File: config.mk
export PLATFORM = sky130hd
export DESIGN_NAME = note_chord_command_parser
export DESIGN_NICKNAME = d
export VERILOG_FILES = /design/src/rtl/ncp_pkg.sv /design/src/rtl/note_chord_command_parser.sv
export SDC_FILE = /design/constraint.sdc
export NUM_CORES = 1
export LEC_CHECK = 0
export ABC_AREA = 1
export BUFFER_PORTS_ARGS = -buffer_cell sky130_fd_sc_hd__clkbuf_2
export CORE_MARGIN = 1
export CORE_UTILIZATION = 65
export CTS_BUF_LIST = sky130_fd_sc_hd__clkbuf_4 sky130_fd_sc_hd__clkbuf_8
export DETAILED_ROUTE_END_ITERATION = 7
export PLACE_DENSITY_LB_ADDON = 0.3
export SYNTH_ARGS = -nofsm -noshare
export SYNTH_HDL_FRONTEND = slang
export SYNTH_SLANG_ARGS = --single-unit
File: constraint.sdc
create_clock -name clk_i -period 7.2 [get_ports clk_i]
set_clock_uncertainty 0.1 [all_clocks]
set_input_delay 1.44 -clock clk_i [delete_from_list [all_inputs] [get_ports clk_i]]
set_output_delay 1.44 -clock clk_i [all_outputs]
set_load 0.02 [all_outputs]
File: src/rtl/ncp_pkg.sv
// shared types, constants and decode functions for the note and chord command parser
// no dependencies

package ncp_pkg;

  localparam int unsigned MaxText   = 4;
  localparam int unsigned LenWidth  = 3;
  localparam int unsigned PitchWidth = 7;

  localparam logic [7:0] ChChord = 8'h21;  // '!'
  localparam logic [7:0] ChSharp = 8'h23;  // '#'
  localparam logic [7:0] ChFlat  = 8'h62;  // 'b'
  localparam logic [7:0] ChZero  = 8'h30;  // '0'
  localparam logic [7:0] ChNine  = 8'h39;  // '9'
  localparam logic [7:0] ChSev   = 8'h37;  // '7'
  localparam logic [7:0] ChFive  = 8'h35;  // '5'
  localparam logic [7:0] ChMin   = 8'h6d;  // 'm'
  localparam logic [7:0] ChDim   = 8'h6f;  // 'o'

  typedef enum logic [1:0] {
    StNote  = 2'd0,
    StChord = 2'd1,
    StError = 2'd2,
    StBelow = 2'd3
  } status_e;

  typedef enum logic [1:0] {
    KindSeventh = 2'd0,
    KindMajor   = 2'd1,
    KindMinor   = 2'd2,
    KindDim     = 2'd3
  } kind_e;

  // parsed command waiting to be sent out
  typedef struct packed {
    logic                    err;
    logic                    chord;
    kind_e                   kind;
    logic [PitchWidth-1:0]   base;
  } cmd_t;

  typedef struct packed {
    logic       ok;
    logic [3:0] cls;
  } cls_t;

  function automatic cls_t letter_class(input logic [7:0] c);
    cls_t r;
    r.ok = 1'b1;
    case (c)
      8'h41:   r.cls = 4'd0;
      8'h42:   r.cls = 4'd2;
      8'h43:   r.cls = 4'd3;
      8'h44:   r.cls = 4'd5;
      8'h45:   r.cls = 4'd7;
      8'h46:   r.cls = 4'd8;
      8'h47:   r.cls = 4'd10;
      default: begin
        r.ok  = 1'b0;
        r.cls = 4'd0;
      end
    endcase
    return r;
  endfunction

  // sharp and flat wrap within the octave
  function automatic cls_t apply_accidental(input logic [3:0] cls, input logic [7:0] acc);
    cls_t r;
    r.ok  = 1'b1;
    r.cls = cls;
    if (acc == ChSharp) begin
      r.cls = (cls == 4'd11) ? 4'd0 : cls + 4'd1;
    end else if (acc == ChFlat) begin
      r.cls = (cls == 4'd0) ? 4'd11 : cls - 4'd1;
    end else begin
      r.ok = 1'b0;
    end
    return r;
  endfunction

  function automatic logic [3:0] member_step(input kind_e kind, input logic [1:0] idx);
    logic [3:0] s;
    case (idx)
      2'd0:    s = 4'd0;
      2'd1:    s = (kind == KindSeventh || kind == KindMajor) ? 4'd4 : 4'd3;
      2'd2:    s = (kind == KindDim) ? 4'd6 : 4'd7;
      default: s = 4'd10;
    endcase
    return s;
  endfunction

  function automatic logic [1:0] last_member(input kind_e kind);
    return (kind == KindSeventh) ? 2'd3 : 2'd2;
  endfunction

endpackage

File: src/rtl/note_chord_command_parser.sv
// note and chord command parser: collects text bytes, parses on the last byte
// and sends out one result per pitch; depends on ncp_pkg
//
//  channel  | handshake                | payload
//  ---------+--------------------------+-------------------------------------------
//  in       | in_valid_i / in_stall_o  | char_byte_i, end_of_text_i
//  out      | out_valid_o / out_stall_i| status_o, pitch_o, address_o, last_result_o
//  cfg      | cfg_we_i                 | cfg_wdata_i (bottom pitch)
//
// a byte is taken every valid cycle unless a final byte stalls; the final byte is parsed
// in the cycle it is taken and the parsed command is held in one command register
// a command gives one result per cycle unless the output stalls: one for a note or error,
// three or four for a chord; a final byte is stalled only while the previous command still
// has results to send, released in the cycle its last result is taken
// reset clears the length count, the pending flag, the member index and the bottom pitch

module note_chord_command_parser (
  input  logic       clk_i,
  input  logic       rst_ni,
  input  logic       in_valid_i,
  output logic       in_stall_o,
  input  logic [7:0] char_byte_i,
  input  logic       end_of_text_i,
  output logic       out_valid_o,
  input  logic       out_stall_i,
  output logic [1:0] status_o,
  output logic [6:0] pitch_o,
  output logic [6:0] address_o,
  output logic       last_result_o,
  input  logic       cfg_we_i,
  input  logic [6:0] cfg_wdata_i
);

  import ncp_pkg::*;

  logic [7:0]          buf_q [MaxText];
  logic [LenWidth-1:0] len_q, len_d;
  logic [6:0]          bottom_q;
  cmd_t                cmd_q, cmd_d;
  logic                cmd_valid_q, cmd_valid_d;
  logic [1:0]          idx_q, idx_d;

  logic                in_fire, out_fire, out_done;
  logic [7:0]          v [MaxText];
  logic [LenWidth-1:0] n;
  cls_t                lc, ac;
  logic [7:0]          kch, dch;
  logic [6:0]          digit_x12;
  logic [6:0]          pitch_sum;
  logic                below;
  logic [1:0]          last_idx;

  assign out_valid_o = cmd_valid_q;
  assign out_fire    = out_valid_o && !out_stall_i;
  assign last_idx    = cmd_q.chord ? last_member(cmd_q.kind) : 2'd0;
  assign out_done    = out_fire && (cmd_q.err || idx_q == last_idx);
  assign in_stall_o  = end_of_text_i && cmd_valid_q && !out_done;
  assign in_fire     = in_valid_i && !in_stall_o;

  // text as it stands once the incoming byte is stored
  always_comb begin
    for (int i = 0; i < MaxText; i++) begin
      v[i] = (len_q == LenWidth'(i)) ? char_byte_i : buf_q[i];
    end
    n = (len_q < LenWidth'(MaxText)) ? len_q + 3'd1 : LenWidth'(MaxText + 1);
  end

  // parse
  always_comb begin
    cmd_d     = '0;
    cmd_d.err = 1'b1;
    lc        = '0;
    ac        = '0;
    kch       = v[2];
    dch       = v[1];
    digit_x12 = '0;
    if (n >= 3'd2 && n <= 3'd4) begin
      if (v[0] == ChChord) begin
        if (n >= 3'd3) begin
          lc     = letter_class(v[1]);
          ac     = apply_accidental(lc.cls, v[2]);
          kch    = (n == 3'd4) ? v[3] : v[2];
          cmd_d.chord = 1'b1;
          cmd_d.base  = {3'd0, (n == 3'd4) ? ac.cls : lc.cls};
          cmd_d.err   = !lc.ok || (n == 3'd4 && !ac.ok);
          case (kch)
            ChSev:   cmd_d.kind = KindSeventh;
            ChFive:  cmd_d.kind = KindMajor;
            ChMin:   cmd_d.kind = KindMinor;
            ChDim:   cmd_d.kind = KindDim;
            default: begin
              cmd_d.kind = KindSeventh;
              cmd_d.err  = 1'b1;
            end
          endcase
        end
      end else if (n <= 3'd3) begin
        lc        = letter_class(v[0]);
        ac        = apply_accidental(lc.cls, v[1]);
        dch       = (n == 3'd3) ? v[2] : v[1];
        // octave times twelve as eight plus four
        digit_x12 = {dch[3:0], 3'd0} + {1'd0, dch[3:0], 2'd0};
        cmd_d.base = digit_x12 + {3'd0, (n == 3'd3) ? ac.cls : lc.cls};
        cmd_d.err  = !lc.ok || (n == 3'd3 && !ac.ok) || !(dch inside {[ChZero:ChNine]});
      end
    end
  end

  // result fields
  always_comb begin
    pitch_sum     = cmd_q.base + {3'd0, member_step(cmd_q.kind, idx_q)};
    below         = pitch_sum < bottom_q;
    last_result_o = cmd_q.err || idx_q == last_idx;
    if (cmd_q.err) begin
      status_o  = StError;
      pitch_o   = '0;
      address_o = '0;
    end else if (below) begin
      status_o  = StBelow;
      pitch_o   = pitch_sum;
      address_o = '0;
    end else begin
      status_o  = cmd_q.chord ? StChord : StNote;
      pitch_o   = pitch_sum;
      address_o = pitch_sum - bottom_q;
    end
  end

  always_comb begin
    len_d       = len_q;
    cmd_valid_d = cmd_valid_q;
    idx_d       = idx_q;
    if (out_fire) begin
      idx_d = idx_q + 2'd1;
    end
    if (out_done) begin
      cmd_valid_d = 1'b0;
      idx_d       = '0;
    end
    if (in_fire) begin
      if (end_of_text_i) begin
        len_d       = '0;
        cmd_valid_d = 1'b1;
        idx_d       = '0;
      end else begin
        len_d = n;
      end
    end
  end

  always_ff @(posedge clk_i) begin
    if (in_fire && len_q < LenWidth'(MaxText)) begin
      buf_q[len_q[1:0]] <= char_byte_i;
    end
    if (in_fire && end_of_text_i) begin
      cmd_q <= cmd_d;
    end
  end

  always_ff @(posedge clk_i or negedge rst_ni) begin
    if (!rst_ni) begin
      len_q       <= '0;
      cmd_valid_q <= 1'b0;
      idx_q       <= '0;
      bottom_q    <= '0;
    end else begin
      len_q       <= len_d;
      cmd_valid_q <= cmd_valid_d;
      idx_q       <= idx_d;
      if (cfg_we_i) begin
        bottom_q <= cfg_wdata_i;
      end
    end
  end

  a_err_single: assert property (@(posedge clk_i) disable iff (!rst_ni)
    out_valid_o && status_o == StError |-> last_result_o)
    else $error("error result not marked last");

  a_final_gives_result: assert property (@(posedge clk_i) disable iff (!rst_ni)
    in_valid_i && !in_stall_o && end_of_text_i |=> out_valid_o)
    else $error("final byte taken but no result pending");

  a_chord_continues: assert property (@(posedge clk_i) disable iff (!rst_ni)
    out_valid_o && !out_stall_i && !last_result_o |=> out_valid_o && status_o != StError)
    else $error("chord members cut short");

  a_below_no_addr: assert property (@(posedge clk_i) disable iff (!rst_ni)
    out_valid_o && (status_o == StBelow || status_o == StError) |-> address_o == '0)
    else $error("address set on flagged result");

endmodule
==> run_results.csv <==
group,metric,value,unit
run_status,outcome,"complete, no violations",
global_routing,grt_antenna_before_repair,0,
cells_and_area,post-route-util,73.00,%
timing,setup_slack,1.770,ns
clock_network,post-cts-setup-buffers,0,
setup_path,reg2reg_slack,2.97,ns
place,place.gp.congestion,0.9725,
setup_path,critPathLaunch,"idx_q[1]$_DFF_PN0_",
routing,via_count,3652,
global_routing,grt_use_total,27.72,%
cells_and_area,finalNetCount,652,
setup_path,r2r-end,"cmd_q[6]$_SDFFCE_PP0P_",
routing,dr.pass1.iters,5,
clock_network,cts-buffers-inserted,5,
routing,avgRoutedWirePerCell,13.43,um
cells_and_area,fin_area,0.004636,mm2
clock_network,cts_hold_buf,0,
timing,hold_violations,0,
global_routing,grt_pass1_vias,3604,
setup_path,worstPathArrival,3.89,ns
clock_network,cts-resized-gates,0,
hold_path,worst_hold_path_type,"reg -> reg",
hold_path,worstHoldStart,"bottom_q[0]$_DFFE_PN0P_",
synth,async_flop_share,27.08,%
place,hpwl,7269,um
routing,viasPerCell,5.443,
clock_network,clock_latency,0.31,ns
setup_path,cp-end-kind,"output port",
die,die_w,83.09,um
cells_and_area,area_growth,8.460,%
routing,drc_errors,0,
die,die_area,0.006904,mm2
pwr,p_per_area,309.2,mW/mm2
synth,synth_warnings,0,
clock_network,cts_tree,"yes",
hold_path,whs_endpoint,"bottom_q[0]$_DFFE_PN0P_",
setup_path,critPathKind,"reg -> out",
die,die_h,83.09,um
synth,synth_edf_count,35,
clock_network,clockBufferDepth,2,
timing,post-route-period-util,75.42,%
routing,totalWireLength,9011,um
timing,timing.slew.headroom,34.53,%
pwr,leakagePower,2.337,nW
synth,ys_seq_area_share,32.20,%
die,start_util,67.31,%
place,placed_area,0.004498,mm2
synth,synth_cell_types,51,
run,max_cap_violations,0,
synth,synth.cell_area,0.004274,mm2
timing,worst_slew_pin_slew,0.9784,ns
synth,synthCells,555,
setup_path,r2r_start,"len_q[0]$_DFFE_PN0P_",
synth,ys.flop_type,"edfxtp_1",
die,coreArea,0.006350,mm2
setup_path,crit_path_start_kind,"register",
die,io_pins,40,
routing,detail-route-antenna-nets,0,
place,port_buffers,39,
die,rows,29,
synth,synth_nets,614,
clock_network,clock-sinks,48,
hold_path,hold-path-cell-count,1,
timing,setup-violations-final,0,
routing,drtIter0Drc,169,
setup_path,cp_max_fo,8,
synth,yosysTopAreaCellShare,24.59,%
cells_and_area,drive_above_1_share,21.72,%
clock_network,htreeDepth,2,
clock_network,root_buffer,"clkbuf_8",
timing,period_needed,5.430,ns
pwr,ir_worst_vdd,0.0002285,V
synth,synth_area_leader_cell,"edfxtp_1",
synth,synth-seq-cells,48,
setup_path,critPathRequiredTime,5.66,ns
setup_path,r2r_cells,14,
timing,tns,0,ns
timing,drv_slew,0,
place,post-place-ws,2.162,ns
global_routing,grt_max_degree,19,
timing,rsz0062_at_grt,"no",
synth,syn_area_per_cell,7.701,um2
global_routing,grt_first_pass_wirelength,15480,um
timing,fmax,184.2,MHz
cells_and_area,insertedDiodeCount,0,
global_routing,overflow,0,
clock_network,clk_pin_slew,0.09,ns
synth,ys_top_cells_by_area,"edfxtp_1 25%, nand2_1 10%, ha_1 10%",
-- sequential cells by signal (all words and copies together), names as in the netlist --
signal,flops
buf_q,24
len_q,3
cmd_q,11
out_valid_o,1
bottom_q,7
idx_q,2
-- cells in the mapped netlist (2+ instances only) --
| library cell | number |
|---|---|
| nor2_4 | 4 |
| inv_2 | 9 |
| o21ai_1 | 7 |
| o21ai_0 | 21 |
| nor3b_1 | 3 |
| o22ai_1 | 2 |
| nand3_2 | 11 |
| inv_1 | 88 |
| a211oi_1 | 2 |
| edfxtp_1 | 35 |
| nand2_2 | 27 |
| a21oi_4 | 2 |
| nor2_2 | 4 |
| xnor2_1 | 5 |
| fa_1 | 4 |
| ha_1 | 34 |
| nand3b_1 | 3 |
| o21ai_2 | 5 |
| nor3_1 | 6 |
| clkbuf_1 | 3 |
| nand3_1 | 33 |
| buf_2 | 2 |
| nand2_4 | 7 |
| o211ai_1 | 4 |
| or2_2 | 2 |
| dfrtp_1 | 13 |
| nor2_1 | 62 |
| a21oi_1 | 11 |
| xor2_1 | 4 |
| nand4_1 | 6 |
| nand2_1 | 116 |
-- area by class of cell --
class | instances | area [um2]
Clock inverter | 3 | 68.82
Multi-Input combinational cell | 399 | 2451
Tap cell | 77 | 96.34
Clock buffer | 5 | 68.82
Sequential cell | 48 | 1376
Fill cell | 508 | 1714
Inverter | 100 | 379.1
Timing Repair Buffer | 39 | 195.2
-- through the flow --
step                hold WS [ns]  power, mW  std cells
global placement          0.4146      1.166        663
floorplan                 0.3874      1.048        555
detailed placement        0.4240      1.199        663
global route              0.4567      1.561        671
finish                    0.4362      1.434        671
CTS                       0.4445      1.434        671
-- worst max-delay path, stage by stage (launching register included) --
cell and delay (ns):
dfrtp_1 0.45, inv_1 0.13, ha_1 0.18, nand2_1 0.08, a21oi_1 0.16, ha_1 0.19
inv_1 0.06, fa_1 0.40, nor2_1 0.18, nor2_1 0.09, ha_1 0.34, a21oi_1 0.15
nand2_1 0.08, nand2_1 0.08, nand2_1 0.05, a21oi_1 0.16, nor2_1 0.07, o21ai_0 0.14
nand2_1 0.09, nand2_1 0.24, nor3b_1 0.09, clkbuf_2 0.16
-- worst max path at each step --
stage	to	cells after the start
5_1_grt	address_o[5]	21
3_3_place_gp	address_o[3]	22
2_1_floorplan	address_o[3]	21
3_5_place_dp	address_o[3]	21
4_1_cts	address_o[3]	21
6_report	address_o[3]	21
-- routing by layer --
metal  routed length, um  vias up  GRT usage, %  part of all wire (%)
li1                    -     1864             -                     -
met1                3661     1643         30.92                    41
met2                4672      120         51.79                    52
met3                 417       25         4.573                   4.6
met4                 260        0         11.60                   2.9
met5                   0        -             0                     0
-- cells by family after synthesis --
| family | count (synthesis) | share of synthesized area [%] |
|---|---|---|
| AOI/OAI and AO/OA | 64 | 10.07 |
| DFF | 48 | 32.20 |
| xor gates and xnor gates | 9 | 1.844 |
| adders and majority gates | 38 | 11.83 |
| buffers and inverters | 108 | 10.45 |
| muxes | 1 | 0.2634 |
| and+or+nand+nor | 287 | 33.34 |
-- layout by cell type (no fill, tap or decap), types with 4 or more instances in the layout --
cell type,netlist,routed
a21oi_1,11,11
clkbuf_2,0,39
clkbuf_8,0,5
dfrtp_1,13,13
edfxtp_1,35,35
fa_1,4,4
ha_1,34,34
inv_1,88,88
inv_2,9,9
nand2_1,116,116
nand2_2,27,27
nand2_4,7,7
nand3_1,33,33
nand3_2,11,11
nand4_1,6,6
nor2_1,62,62
nor2_2,4,4
nor2_4,4,4
nor3_1,6,6
o211ai_1,4,4
o21ai_0,21,21
o21ai_1,7,7
o21ai_2,5,5
xnor2_1,5,5
xor2_1,4,4
-- where the power goes --
group | switching, mW | leakage (nW) | total, mW | internal, mW
combinational | 0.541 | 1.78 | 0.829 | 0.287
clock | 0.0939 | 0.0687 | 0.234 | 0.140
sequential | 0.0224 | 0.484 | 0.371 | 0.349
total | 0.657 | 2.34 | 1.43 | 0.776
No activity file was read; power rests on OpenSTA's default activity.
